[src/design/mscc_pkg.sv]
`timescale 1ns / 1ps
// Shared types, constants and helpers for the magnetometer sample corrector.
// No dependencies; imported by the top level, mscc_gain, mscc_cal and mscc_tilt.
package mscc_pkg;

  localparam int unsigned READ_INTERVAL_US_DEF = 100000;
  localparam int unsigned CAL_WINDOW_US_DEF    = 30000000;

  localparam int unsigned CFG_AW     = 5;
  localparam logic [15:0] GAIN_RESET = 16'd4096;

  // register indexes (byte address / 4)
  localparam logic [2:0] REG_GAIN_X      = 3'd0;
  localparam logic [2:0] REG_GAIN_Y      = 3'd1;
  localparam logic [2:0] REG_GAIN_Z      = 3'd2;
  localparam logic [2:0] REG_TILT_MODE   = 3'd3;
  localparam logic [2:0] REG_ZERO_INIT_X = 3'd4;
  localparam logic [2:0] REG_ZERO_INIT_Y = 3'd5;
  localparam logic [2:0] REG_ZERO_INIT_Z = 3'd6;

  localparam logic [1:0] TILT_NONE  = 2'd0;
  localparam logic [1:0] TILT_LEFT  = 2'd1;
  localparam logic [1:0] TILT_RIGHT = 2'd2;

  typedef logic signed [15:0] s16_t;

  typedef struct packed {
    logic              action;
    logic [31:0]       time_us;
    s16_t [2:0]        val;
  } gain_item_t;

  typedef struct packed {
    s16_t [2:0]        mag;
    logic              calibrating;
    logic              done;
    logic              changed;
    s16_t [2:0]        zero;
  } cal_item_t;

  typedef struct packed {
    logic [2:0]        load;
    s16_t              value;
  } zload_t;

  function automatic s16_t sat16(input logic signed [20:0] v);
    s16_t r;
    if (v > 21'sd32767) begin
      r = 16'sh7fff;
    end else if (v < -21'sd32768) begin
      r = 16'sh8000;
    end else begin
      r = v[15:0];
    end
    return r;
  endfunction

endpackage

[src/design/mscc_tilt.sv]
`timescale 1ns / 1ps
// Optional +/-45 degree tilt rotation, (a +/- b) * 7 / 10, and result register.
// Depends on mscc_pkg.
module mscc_tilt import mscc_pkg::*; (
  input  logic       clk,
  input  logic       rst_n,
  input  logic       in_valid,
  output logic       in_ready,
  input  cal_item_t  in_item,
  input  logic [1:0] tilt_mode,
  output logic       out_valid,
  input  logic       out_ready,
  output cal_item_t  out_item
);

  // ceil(2^22 / 10) * 7; exact floor(7m/10) for m up to 2^16
  localparam logic [21:0] RECIP_7_10 = 22'd2936017;

  logic      out_valid_r;
  cal_item_t out_item_r;
  cal_item_t out_item_nxt;
  s16_t      r;
  s16_t      p;
  logic signed [16:0] r_plus_p;
  logic signed [16:0] r_minus_p;
  logic signed [16:0] p_minus_r;

  function automatic s16_t scale710(input logic signed [16:0] s);
    logic [16:0]        m;
    logic [38:0]        prod;
    logic [16:0]        q;
    logic signed [20:0] sq;
    m    = s[16] ? 17'(-s) : 17'(s);
    prod = m * RECIP_7_10;
    q    = prod[38:22];
    sq   = s[16] ? -$signed({4'b0, q}) : $signed({4'b0, q});
    return sat16(sq);
  endfunction

  assign in_ready = !out_valid_r || out_ready;

  always_comb begin
    r         = in_item.mag[0];
    p         = in_item.mag[1];
    r_plus_p  = $signed({r[15], r}) + $signed({p[15], p});
    r_minus_p = $signed({r[15], r}) - $signed({p[15], p});
    p_minus_r = $signed({p[15], p}) - $signed({r[15], r});
    out_item_nxt = in_item;
    unique case (tilt_mode)
      TILT_LEFT: begin
        out_item_nxt.mag[0] = scale710(r_plus_p);
        out_item_nxt.mag[1] = scale710(p_minus_r);
      end
      TILT_RIGHT: begin
        out_item_nxt.mag[0] = scale710(r_minus_p);
        out_item_nxt.mag[1] = scale710(r_plus_p);
      end
      default: begin
      end
    endcase
  end

  always_ff @(posedge clk) begin
    if (!rst_n) begin
      out_valid_r <= 1'b0;
    end else if (in_ready) begin
      out_valid_r <= in_valid;
    end
  end

  always_ff @(posedge clk) begin
    if (in_valid && in_ready) begin
      out_item_r <= out_item_nxt;
    end
  end

  assign out_valid = out_valid_r;
  assign out_item  = out_item_r;

endmodule

[config.mk]
export PLATFORM = sky130hd
export DESIGN_NAME = mscc_tilt
export DESIGN_NICKNAME = d
export VERILOG_FILES = /design/src/design/mscc_pkg.sv /design/src/design/mscc_tilt.sv
export SDC_FILE = /design/constraint.sdc
export NUM_CORES = 1
export LEC_CHECK = 0
export BUFFER_PORTS_ARGS = -buffer_cell sky130_fd_sc_hd__buf_2
export CAP_MARGIN = 25
export CORE_MARGIN = 3
export CORE_UTILIZATION = 40
export CTS_CLUSTER_DIAMETER = 60
export DETAILED_ROUTE_END_ITERATION = 6
export PLACE_DENSITY_LB_ADDON = 0.08
export SYNTH_ARGS = -nofsm -noshare
export SYNTH_HDL_FRONTEND = slang
export SYNTH_SLANG_ARGS = --single-unit
[constraint.sdc]
create_clock -name clk -period 13.3 [get_ports clk]
set_input_delay 0.665 -clock clk [delete_from_list [all_inputs] [get_ports clk]]
set_output_delay 0.665 -clock clk [all_outputs]
set_load 0.005 [all_outputs]
Yosys cells after proc, flatten, opt, wreduce, memory -nomap -nowiden
Index checks and enable logic that the tools add are counted.
Operators by class
  add/sub/neg operators: 9
  multipliers: 3
  order comparisons: 6
  eq/ne operators: 2
  mux-type cells: 13
  reductions and logical operators: 3
Operators with widths (number)
  $mul A17 B22 Y39 const B: 3
  $mux W16: 6
  $pmux W32 S2: 1
  $gt A21 B16 Y1 const B: 3
  $lt A21 B16 Y1 const B: 3
  $mux W21: 3
  $neg A17 Y21: 3
  $mux W17: 3
  $neg A17 Y17: 3
  $sub A16 B16 Y17: 2
  $add A16 B16 Y17: 1
  $eq A2 B1 Y1 const B: 1
  $eq A2 B2 Y1 const B: 1
  $logic_and A1 B1 Y1: 1
  $logic_not A1 Y1: 1
  $logic_or A1 B1 Y1: 1
Storage, ports and cells
  register bits after elaboration: 100
  input port bits: 105
  output and inout port bits: 101
  word-level logic and storage cells: 46

Longest topological paths before layout
  word-level depth: 10
  gate-level depth with buffers: 43
  depth with buffers taken out: 41

Least setup slack after synthesis
No wires, ideal clock.
  kind: input to register
  from: input in_item[66] (netlist name)
  to: register out_item_r, in the netlist out_item[63] (data pin)
  library setup time: 0.262 ns
  data arrival time: 10.191 ns
  data required time: 13.038 ns
  setup slack: 2.847 ns
  stages on the path: 34
  buffers on the path: 6
  path through: inv_1 > ha_1 > buf_6 > or4_4 > or3_4 > a211oi_4 > or3_1 > o21a_1 > clkbuf_1 > buf_1 > nor2_1 > xnor2_1 > ha_1 > fa_1 > fa_1 > fa_1 > inv_1 > fa_1 > fa_1 > inv_1 > ha_1 > clkbuf_1 > nand4_1 > or3_1 > o211ai_1 > a21o_1 > mux2i_1 > nand3_2 > or4_1 > buf_2 > or4b_4 > a32oi_2 > buf_6 > o211ai_2
RTL lines
  from (decl): RTL line mscc_tilt.sv:9  | input cal_item_t in_item,
  to (signal assigned): RTL line mscc_tilt.sv:73  | out_item_r <= out_item_nxt;
  to (decl): RTL line mscc_tilt.sv:20  | cal_item_t out_item_r;

==> flow_summary_export.csv <==
group,metric,value,unit
run_status,outcome,"completed",
yosys,synthArstFlopShare,0,%
clock_tree,cts.sinks,100,
worst_setup_path,critPathKind,"primary input to flop",
worst_hold_path,holdPathEnd,"out_item[47]",
drt,dr.pass1.iters,5,
clock_tree,hold_buffers,0,
yosys,ys_ff_latch,100,
sta,relSlewSlack,30.5,%
sta,finalMaxSlewViolations,0,
die,initial_core_util,40.7,%
clock_tree,cts_tree,"yes",
finish,synthToLayoutAreaGrowth,9.52,%
clock_tree,post_cts_resized,0,
sta,hold_viol,0,
sta,grt_setup_unrepaired,"false",
drt,finalWirelength,88.3,mm
finish,fillers,6540,
worst_setup_path,worstSetupEndpointType,"flop",
finish,final_net_count,4027,
sta,finalSetupViolations,0,
worst_setup_path,cpMostUsedCell,"inv_1",
worst_setup_path,worst_ep_arrival_time,12300,ps
clock_tree,cts_setup_buffers,0,
worst_hold_path,worstHoldStart,"in_item[47]",
yosys,yosys_warnings,0,
sta,fin_skew,11.2,ps
drt,vias_per_cell,5.51,
placed_design,port_buffers,205,
die,die-area,68900,sq um
sta,worst_slew_pin_slew,1040,ps
worst_setup_path,cp_max_fo,15,
clock_tree,root_buffer,"clkbuf_16",
worst_setup_path,regToRegEndpoint,"out_item[51]",
yosys,synth_cell_types,91,
global_routing,grt-ovfl-total,0,
die,std_cell_rows,93,
sta,min_period,12250,ps
placed_design,hpwlAfterDp,77.0,mm
finish,regArea,2990,sq um
global_routing,grt_max_degree,82,
drt,drc_errors,0,
yosys,syn_area_per_cell,8.96,sq um
yosys,seq_area_frac_synth,11.4,%
yosys,synth.area.top_cells,"ha_1, fa_1, edfxtp_1",
die,die_y,262,microns
yosys,syn_area,26300,sq um
yosys,syn-num-nets,3830,
finish,multi_input_area,20900,sq um
job,cap_violations,0,
sta,setup-tns-final,0,ps
worst_hold_path,hp-class,"primary input to flop",
drt,drt.antenna.violating_nets,0,
placed_design,globalplace.congestion,0.958,
worst_setup_path,start_kind,"primary input",
sta,period_share,92.1,%
worst_setup_path,cp_slowest_stage_delay,660,ps
yosys,synth_flop_cell,"edfxtp_1",
global_routing,antenna_found_initial,2,
clock_tree,clkLatencyLatePin,350,ps
yosys,yosys.area.top_type_share,23.5,%
worst_hold_path,hold_path_depth,1,
global_routing,grt_pass1_vias,22800,
clock_tree,cts_buffers,9,
yosys,yosys.area.top_type,"ha_1",
clock_tree,cts_buffer_depth,2,
worst_setup_path,crit_path_top_delay_cell,"a32oi_2",
worst_setup_path,worstRegToRegCells,4,
global_routing,track_usage,25.2,%
yosys,syn_inst,2937,
global_routing,grt_pass1_wl,136,mm
drt,vias,22000,
yosys,synth_edf_count,99,
die,die_x,262,microns
clock_tree,htreeDepth,3,
drt,drt_first_iter_violations,1465,
finish,drive_gt1_share,10.2,%
worst_setup_path,ff2ff_setup_slack,11650,ps
drt,avgRoutedWirePerCell,22.1,microns
die,io_pins,206,
worst_setup_path,r2r_start,"out_valid",
sta,max_freq,81.6,MHz
clock_tree,clkTransAtPathRegs,80,ps
die,core-area,64700,sq um
worst_setup_path,crit_required,13350,ps
cell usage in the layout, fill, tap and decap left out, drive strengths merged, types with 23 or more instances in the layout:
| cell type | Yosys | final |
|---|---|---|
| inv | 566 | 570 |
| ha | 495 | 495 |
| fa | 293 | 293 |
| buf | 14 | 255 |
| a21oi | 178 | 178 |
| nand2 | 162 | 162 |
| o21ai | 126 | 126 |
| nor2 | 124 | 124 |
| xnor2 | 115 | 115 |
| edfxtp | 99 | 99 |
| a21o | 65 | 65 |
| xor2 | 51 | 51 |
| nand3 | 46 | 46 |
| nor3 | 37 | 37 |
| o211ai | 33 | 33 |
| and3 | 31 | 31 |
| nand4 | 29 | 29 |
| a31oi | 28 | 28 |
| o21bai | 27 | 27 |
| nor2b | 26 | 26 |
| o21a | 23 | 23 |
worst max-delay path by stage:
stage | end | depth (start not counted) | start
3_5_place_dp | out_item[80] | 40 | in_item[53]
4_1_cts | out_item[80] | 40 | in_item[53]
2_1_floorplan | out_item[63] | 34 | in_item[66]
3_3_place_gp | out_item[51] | 39 | in_item[53]
5_1_grt | out_item[80] | 40 | in_item[53]
6_report | out_item[80] | 40 | in_item[53]
worst max-delay path: cells and delay by family:
kind / cells / cell delay (ps)
simple gates: 10 / 2380
compound gates: 10 / 3080
fa+ha+maj: 9 / 3900
buf+inv: 7 / 780
xor+xnor: 4 / 1460
metal layers:
layer	routed length, microns	global-route usage [%]	share of wire [%]
met1	40500	35.0	46
met5	0	0	0
met2	41500	42.1	47
met4	2760	7.66	3.1
met3	3610	1.88	4.1
synthesized netlist by cell type, drive strengths merged, types with 28 or more instances:
master / instances
inv: 566
ha: 495
fa: 293
a21oi: 178
nand2: 162
o21ai: 126
nor2: 124
xnor2: 115
edfxtp: 99
a21o: 65
clkbuf: 55
xor2: 51
nand3: 46
nor3: 37
o211ai: 33
and3: 31
nand4: 29
a31oi: 28
through the flow:
step	instances	instance area (sq um)	hold slack (ps)	setup slack, ps	utilization (%)
after floorplan	2937	26300	537	2850	-
after global placement	3975	28500	512	900	44.0
after detailed placement	3976	28500	529	798	44.0
after CTS	3992	28800	471	1160	44.5
after global routing	3994	28800	468	342	44.5
final	3996	28800	484	1050	44.5
registers in the layout, indices dropped and copies added (netlist names):
name,count
out_item,99
out_valid,1
cell type report:
type / count / area share [%]
Sequential cell: 100 / 10.4
Clock inverter: 6 / 0.182
Tap cell: 855 / 3.71
Inverter: 568 / 7.40
Timing Repair Buffer: 255 / 4.93
Clock buffer: 10 / 0.795
Multi-Input combinational cell: 2200 / 72.6
Antenna cell: 2 / 0.0174
kinds of logic after synthesis:
| group | Yosys count | share of synthesized area, % |
|---|---|---|
| adder cells (fa/ha/maj) | 788 | 45.8 |
| AO/OA/AOI/OAI | 644 | 16.2 |
| flip-flops | 100 | 11.4 |
| AND/OR/NAND/NOR | 593 | 11.5 |
| buffers and inverters | 637 | 9.21 |
| XOR/XNOR | 166 | 5.53 |
| multiplexers | 8 | 0.328 |
| other | 1 | 0.0143 |
Power is not shown: default switching activity piles up to over one toggle a cycle in this logic, so the estimate is an artifact.
