[src/design/mscc_pkg.sv]
`timescale 1ns / 1ps
// Shared types, constants and helpers for the magnetometer sample corrector.
// No dependencies; imported by the top level, mscc_gain, mscc_cal and mscc_tilt.
package mscc_pkg;

  localparam int unsigned READ_INTERVAL_US_DEF = 100000;
  localparam int unsigned CAL_WINDOW_US_DEF    = 30000000;

  localparam int unsigned CFG_AW     = 5;
  localparam logic [15:0] GAIN_RESET = 16'd4096;

  // register indexes (byte address / 4)
  localparam logic [2:0] REG_GAIN_X      = 3'd0;
  localparam logic [2:0] REG_GAIN_Y      = 3'd1;
  localparam logic [2:0] REG_GAIN_Z      = 3'd2;
  localparam logic [2:0] REG_TILT_MODE   = 3'd3;
  localparam logic [2:0] REG_ZERO_INIT_X = 3'd4;
  localparam logic [2:0] REG_ZERO_INIT_Y = 3'd5;
  localparam logic [2:0] REG_ZERO_INIT_Z = 3'd6;

  localparam logic [1:0] TILT_NONE  = 2'd0;
  localparam logic [1:0] TILT_LEFT  = 2'd1;
  localparam logic [1:0] TILT_RIGHT = 2'd2;

  typedef logic signed [15:0] s16_t;

  typedef struct packed {
    logic              action;
    logic [31:0]       time_us;
    s16_t [2:0]        val;
  } gain_item_t;

  typedef struct packed {
    s16_t [2:0]        mag;
    logic              calibrating;
    logic              done;
    logic              changed;
    s16_t [2:0]        zero;
  } cal_item_t;

  typedef struct packed {
    logic [2:0]        load;
    s16_t              value;
  } zload_t;

  function automatic s16_t sat16(input logic signed [20:0] v);
    s16_t r;
    if (v > 21'sd32767) begin
      r = 16'sh7fff;
    end else if (v < -21'sd32768) begin
      r = 16'sh8000;
    end else begin
      r = v[15:0];
    end
    return r;
  endfunction

endpackage

[src/design/mscc_cal.sv]
`timescale 1ns / 1ps
// Read deadline, offset subtraction and min/max calibration window state.
// Depends on mscc_pkg.
module mscc_cal import mscc_pkg::*; #(
  parameter int unsigned READ_INTERVAL_US = READ_INTERVAL_US_DEF,
  parameter int unsigned CAL_WINDOW_US    = CAL_WINDOW_US_DEF
) (
  input  logic       clk,
  input  logic       rst_n,
  input  logic       in_valid,
  output logic       in_ready,
  input  gain_item_t in_item,
  input  zload_t     zload,
  output logic       out_valid,
  input  logic       out_ready,
  output cal_item_t  out_item
);

  localparam logic [31:0] INTERVAL = READ_INTERVAL_US[31:0];
  localparam logic [31:0] WINDOW   = CAL_WINDOW_US[31:0];

  logic [31:0] deadline_r;
  logic        cal_request_r;
  logic        cal_started_r;
  logic [31:0] cal_start_r;
  s16_t        min_r  [3];
  s16_t        max_r  [3];
  s16_t        zero_r [3];
  logic        out_valid_r;
  cal_item_t   out_item_r;

  logic        fire;
  logic        early;
  logic        sample;
  logic        first;
  logic        in_win;
  logic        win_upd;
  logic [31:0] nd;
  logic [31:0] start;
  logic        chg_any;
  s16_t        g      [3];
  s16_t        v      [3];
  s16_t        mn_nxt [3];
  s16_t        mx_nxt [3];
  s16_t        z_nxt  [3];
  logic signed [20:0] diff [3];
  logic signed [16:0] zsum [3];
  cal_item_t   out_item_nxt;

  assign in_ready = !out_valid_r || out_ready;
  assign fire     = in_valid && in_ready;

  always_comb begin
    nd      = in_item.time_us + INTERVAL;
    early   = in_item.time_us < deadline_r;
    sample  = fire && !in_item.action && !early;
    first   = !cal_started_r;
    start   = first ? nd : cal_start_r;
    in_win  = (nd - start) < WINDOW;
    win_upd = cal_request_r && in_win;
    chg_any = 1'b0;
    for (int i = 0; i < 3; i++) begin
      g[i]    = in_item.val[i];
      diff[i] = $signed({{5{g[i][15]}}, g[i]}) - $signed({{5{zero_r[i][15]}}, zero_r[i]});
      v[i]    = cal_request_r ? g[i] : sat16(diff[i]);
      mn_nxt[i] = (first || v[i] < min_r[i]) ? v[i] : min_r[i];
      mx_nxt[i] = (first || v[i] > max_r[i]) ? v[i] : max_r[i];
      if (!first && (v[i] < min_r[i] || v[i] > max_r[i])) begin
        chg_any = 1'b1;
      end
      zsum[i] = $signed({mn_nxt[i][15], mn_nxt[i]}) + $signed({mx_nxt[i][15], mx_nxt[i]});
      z_nxt[i] = win_upd ? zsum[i][16:1] : zero_r[i];
      out_item_nxt.mag[i]  = v[i];
      out_item_nxt.zero[i] = z_nxt[i];
    end
    out_item_nxt.calibrating = win_upd;
    out_item_nxt.done        = cal_request_r && !in_win;
    out_item_nxt.changed     = win_upd && chg_any;
  end

  always_ff @(posedge clk) begin
    if (!rst_n) begin
      deadline_r      <= '0;
      cal_request_r   <= 1'b0;
      cal_started_r   <= 1'b0;
      cal_start_r     <= '0;
      out_valid_r     <= 1'b0;
      for (int i = 0; i < 3; i++) begin
        zero_r[i] <= '0;
      end
    end else begin
      if (in_ready) begin
        out_valid_r <= sample;
      end
      if (fire && in_item.action) begin
        cal_request_r <= 1'b1;
      end
      if (sample) begin
        deadline_r      <= nd;
        if (cal_request_r) begin
          if (in_win) begin
            cal_started_r <= 1'b1;
            cal_start_r   <= start;
          end else begin
            cal_request_r <= 1'b0;
            cal_started_r <= 1'b0;
          end
        end
      end
      for (int i = 0; i < 3; i++) begin
        if (zload.load[i]) begin
          zero_r[i] <= zload.value;
        end else if (sample) begin
          zero_r[i] <= z_nxt[i];
        end
      end
    end
  end

  // extremes carry no reset: always loaded on the first window sample
  always_ff @(posedge clk) begin
    if (sample && win_upd) begin
      for (int i = 0; i < 3; i++) begin
        min_r[i] <= mn_nxt[i];
        max_r[i] <= mx_nxt[i];
      end
    end
    if (sample) begin
      out_item_r <= out_item_nxt;
    end
  end

  assign out_valid = out_valid_r;
  assign out_item  = out_item_r;

endmodule

[config.mk]
export PLATFORM = sky130hd
export DESIGN_NAME = mscc_cal
export DESIGN_NICKNAME = d
export VERILOG_FILES = /design/src/design/mscc_pkg.sv /design/src/design/mscc_cal.sv
export SDC_FILE = /design/constraint.sdc
export NUM_CORES = 1
export LEC_CHECK = 0
export BUFFER_PORTS_ARGS = -buffer_cell sky130_fd_sc_hd__buf_4
export CORE_MARGIN = 1.5
export CORE_UTILIZATION = 30
export DETAILED_ROUTE_END_ITERATION = 12
export GPL_TIMING_DRIVEN = 0
export PLACE_DENSITY_LB_ADDON = 0.1
export SYNTH_ARGS = -nofsm -noshare
export SYNTH_HDL_FRONTEND = slang
export SYNTH_SLANG_ARGS = --single-unit
[constraint.sdc]
create_clock -name clk -period 9.07 [get_ports clk]
set_input_delay 0.907 -clock clk [delete_from_list [all_inputs] [get_ports clk]]
set_output_delay 0.907 -clock clk [all_outputs]
set_load 0.005 [all_outputs]
# Word-level counts from Yosys, hierarchy flattened
# Memory sizes are Yosys's and may differ from the RTL's.
# Index checks and enable logic that the tools add are counted.
# totals
reg_bits	166
ram_bits	144
input_bits	104
output_inout_bits	101
wordCells	128
n_memories	3
# mem_list
memory	words	word_bits	read_ports	rd_clocked_by_memory_dff	wr	line	rtl
max_r	3	16	3	0	3	mscc_cal.sv:27	s16_t max_r [3];
min_r	3	16	3	0	3	mscc_cal.sv:26	s16_t min_r [3];
zero_r	3	16	3	0	3	mscc_cal.sv:28	s16_t zero_r [3];
# classes
addsub	8
n_lt_le_gt_ge	14
mux	55
bitwise	6
reduce_logical	28
# ops
operator	n
two-way mux 16 bit	24
adder 16 x 16 -> 17 bit	3
> comparator 17 x 16 -> 1 bit, second input constant	3
less-than comparator 17 x 16 -> 1 bit, second input constant	3
subtractor 16 x 16 -> 17 bit	3
> comparator 16 bit	3
less-than comparator 16 bit	3
adder 32 x 17 -> 32 bit, second input constant	1
less-than comparator 32 x 25 -> 1 bit, second input constant	1
less-than comparator 32 bit	1
two-way mux 32 bit	1
subtractor 32 bit	1
two-way mux 1 bit	30
logical AND 1 bit	11
logical OR 1 bit	10
bitwise OR 1 bit	6
logical NOT 1 bit	5
AND reduction 3 bit	1
AND reduction 2 bit	1

# Depth between registers and ports, before layout
# logic_depth
depth_word	12
mapped_depth	40
mapped_depth_nobuf	40

# Worst setup path after synthesis
# OpenSTA, ideal clock, no wires.
# synth_timing
path_kind	input -> register
start	in in_item[32] (netlist name)
end	mem zero_r[2][13] (netlist name), data pin
setup_time_ns	0.266
arrival_ns	7.856
required_ns	8.804
setup_slack_ns	0.948
cell_stages	34
n_path_buf	1
cell_sequence	inv_1 ha_1 fa_1 nand2b_1 a21oi_1 o21a_4 o21ai_4 nor3b_2 a211oi_1 a21oi_1 ha_1 a2111oi_0 nand2_1 o22ai_1 o21ai_0 a41oi_1 o21ai_0 o32a_1 clkbuf_1 nand2_1 o21ai_0 fa_1 a21o_1 a21oi_1 o21bai_1 a21oi_1 nor2b_1 o21a_1 o31a_1 o211a_1 o21a_1 or3_1 a31o_2 o2bb2ai_1
# synth_rtl
item	line	rtl
start: declaration	mscc_cal.sv:12	input gain_item_t in_item,
end: declaration	mscc_cal.sv:28	

==> impl_metrics.yaml <==
yosys:
  ys_top_cells_by_area: "edfxtp_1 32%, ha_1 13%, dfxtp_1 5.8%"
  yosysWarningCount: 0
  synth_top_area_share_pct: 31.6
  synth_cell_types: 91
  synthesis.area_um2: 23100
  ys_seq_elements: 310
  synthFlopType: "edfxtp_1"
  syn_nets: 2848
  ys_async_sr_fraction_pct: 0
  synth_edf_count: 243
  synthCells: 2490
  syn_area_per_cell_um2: 9.26
  yosys.area.top_type: "edfxtp_1"
  yosysSeqAreaShare_pct: 37.4
worst_setup_path:
  slowest_stage: "or3_1"
  r2r_end: "zero_r[0][13]"
  crit_type: "in2reg"
  required_ns: 9.36
  startpoint: "in_item[0]"
  rr_worst_depth: 35
  timing.reg2reg.setup_slack_ns: 0.38
  cp_max_fo: 10
  r2r_start: "zero_r[0][0]"
  cp_slowest_stage_delay_ns: 0.50
  crit_path_end_kind: "flop"
  crit_top_cell: "a21o_1"
  cp-start-kind: "primary input"
  cp_data_arrival_time_ns: 9.00
clock_network:
  tritoncts: "done"
  clk_path_buf_depth: 3
  cts_htree_levels: 2
  cts_inserted_buffers: 42
  clkSinkCount: 310
  clk_latency_ns: 0.59
  hold_buffers: 0
  path_clk_slew_ns: 0.05
  root_buffer: "clkbuf_16"
floorplan:
  io_pins: 205
  rows: 101
  die_h_um: 280
  core_um2: 76100
  die_area_um2: 78600
  die_w_um: 280
  initial_utilization_pct: 30.3
global_route:
  antenna_found_initial: 3
  gr-total-overflow: 0
  grt_pass1_vias: 19300
  grt_max_degree: 50
  grt_pass1_wl_um: 122000
  grt_usage_pct: 20.7
timing:
  fin_crit_sh_pct: 96.0
  hold_violations: 0
  relSlewSlack_pct: 20.3
  drv_slew: 0
  fin_skew_ns: 0.0231
  fmax_mhz: 115
  rsz0062_at_grt: "no"
  finalCriticalPeriod_ns: 8.71
  hold_ws_ns: 0.462
  setup_viol: 0
  worst_slew_pin_slew_ns: 1.18
layout:
  layout_commonest_cell: "nand2_1"
  synthToLayoutAreaGrowth_pct: 20.6
  nets: 3105
  diodes: 0
  layout-drive-gt1-share_pct: 14.9
  fin_util_pct: 36.6
  final_cell_mix: "272 x nand2_1, 248 x ha_1, 243 x edfxtp_1"
routing:
  drc: 0
  antenna_left: 0
  drtIter0Drc: 1741
  vias: 19800
  first_pass_iters: 5
  avgRoutedWirePerCell_um: 21.8
  wl_um: 83200
  vias_per_cell: 5.21
power:
  p_leak_nw: 11.9
  ir_worst_vdd_mv: 0.120
  power_density_nw_per_um2: 217
place:
  portBuffers: 203
  hpwl_um: 65600
  gp_congestion: 0.903
worst_hold_path:
  min_to: "cal_start_r[19]"
  min_path_cells: 2
  min_from: "cal_start_r[19]"
  hp-class: "reg2reg"
outcome:
  outcome: "complete, no violations"
flow_run:
  drv_cap: 0
## power by group
group	internal [mW]	total, mW	switching (mW)
Combinational	1.02	2.64	1.62
Clock	1.01	1.70	0.691
Sequential	1.66	1.68	0.0268
## cells by family after synthesis
logic type      synth area share, %
xor+xnor                       4.09
mux                            4.37
simple gates                   15.1
buf+inv                        5.21
compound gates                 19.5
flops                          37.4
fa+ha+maj                      14.3
## worst max path at each step
stage	end	slack (ns)	cells after the start
4_1_cts	zero_r[0][13]	0.01	29
3_3_place_gp	min_r[0][21]	-2.59	25
3_5_place_dp	zero_r[0][15]	-1.82	37
6_report	zero_r[0][13]	0.36	37
2_1_floorplan	zero_r[2][13]	0.95	34
5_1_grt	zero_r[2][13]	0.000006	35
## synth_stat cells, types with 10 or more instances
library cell / n
mux2_2: 15
or2_0: 16
nand2_1: 272
nand4_1: 28
and2_1: 25
inv_1: 234
a22o_1: 15
dfxtp_1: 67
nor3_1: 37
or2_2: 13
o21a_1: 23
o21bai_1: 11
or3_1: 12
o21ai_0: 169
a2bb2oi_1: 19
nor2b_1: 56
edfxtp_1: 243
and3_1: 20
o21ai_1: 30
ha_1: 248
clkbuf_1: 61
a21oi_1: 158
a211oi_1: 26
a21o_1: 52
a21boi_0: 20
nand3_1: 49
mux2i_1: 73
nand2b_1: 37
xnor2_1: 56
nor2_1: 122
a31oi_1: 10
o211a_1: 21
o211ai_1: 17
xor2_1: 49
## layout make-up
class	count	area, um^2
buffer	75	328
clock buffer	62	1250
clock inverter	13	128
fill	7808	48300
inverter	238	893
multi-input combinational	1864	13600
sequential	310	8640
tap	1030	1290
timing repair buffer	216	1700
## repair_timing
action / CTS / global route
setup buffers: 5 / 3
resized for setup: 43 / 66
endpoints found under the setup margin: 63 / 37
pin swaps: 2 / 2
## worst max-delay path, delay by kind of cell
kind	cells	cell delay, ns
compound gates	15	2.95
simple gates	11	2.45
xor+xnor	1	0.16
fa+ha+maj	5	1.69
buf+inv	5	0.81
## sequential cells by signal, summed over array words and instances (netlist names)
name           count
zero_r            48
max_r             48
min_r             48
cal_start_r       32
out_valid          1
cal_started_r      1
cal_request_r      1
deadline_r        32
out_item          99
## stage by stage
| stage | area [um^2] | setup TNS (ns) | power (mW) | instances | setup WS, ns |
|---|---|---|---|---|---|
| 3_5_place_dp | 26000 | -58.30 | 4.25 | 3728 | -1.82 |
| 6_report | 27800 | 0 | 6.03 | 3808 | 0.361 |
| 5_1_grt | 27800 | 0 | 6.40 | 3808 | 0.00000622 |
| 3_3_place_gp | 25900 | -323.74 | 4.24 | 3723 | -2.59 |
| 2_1_floorplan | 23100 | 0 | 3.44 | 2490 | 0.948 |
| 4_1_cts | 27600 | 0 | 6.02 | 3808 | 0.0130 |
## routing by layer
| layer | up-vias | track usage, % | routed length (um) |
|---|---|---|---|
| met2 | 555 | 33.8 | 37900 |
| li1 | 9566 | - | - |
| met3 | 113 | 2.71 | 4200 |
| met5 | - | 0 | 0 |
| met4 | 0 | 5.99 | 2410 |
| met1 | 9607 | 28.6 | 38700 |
Power figures use the tool's default switching activity.
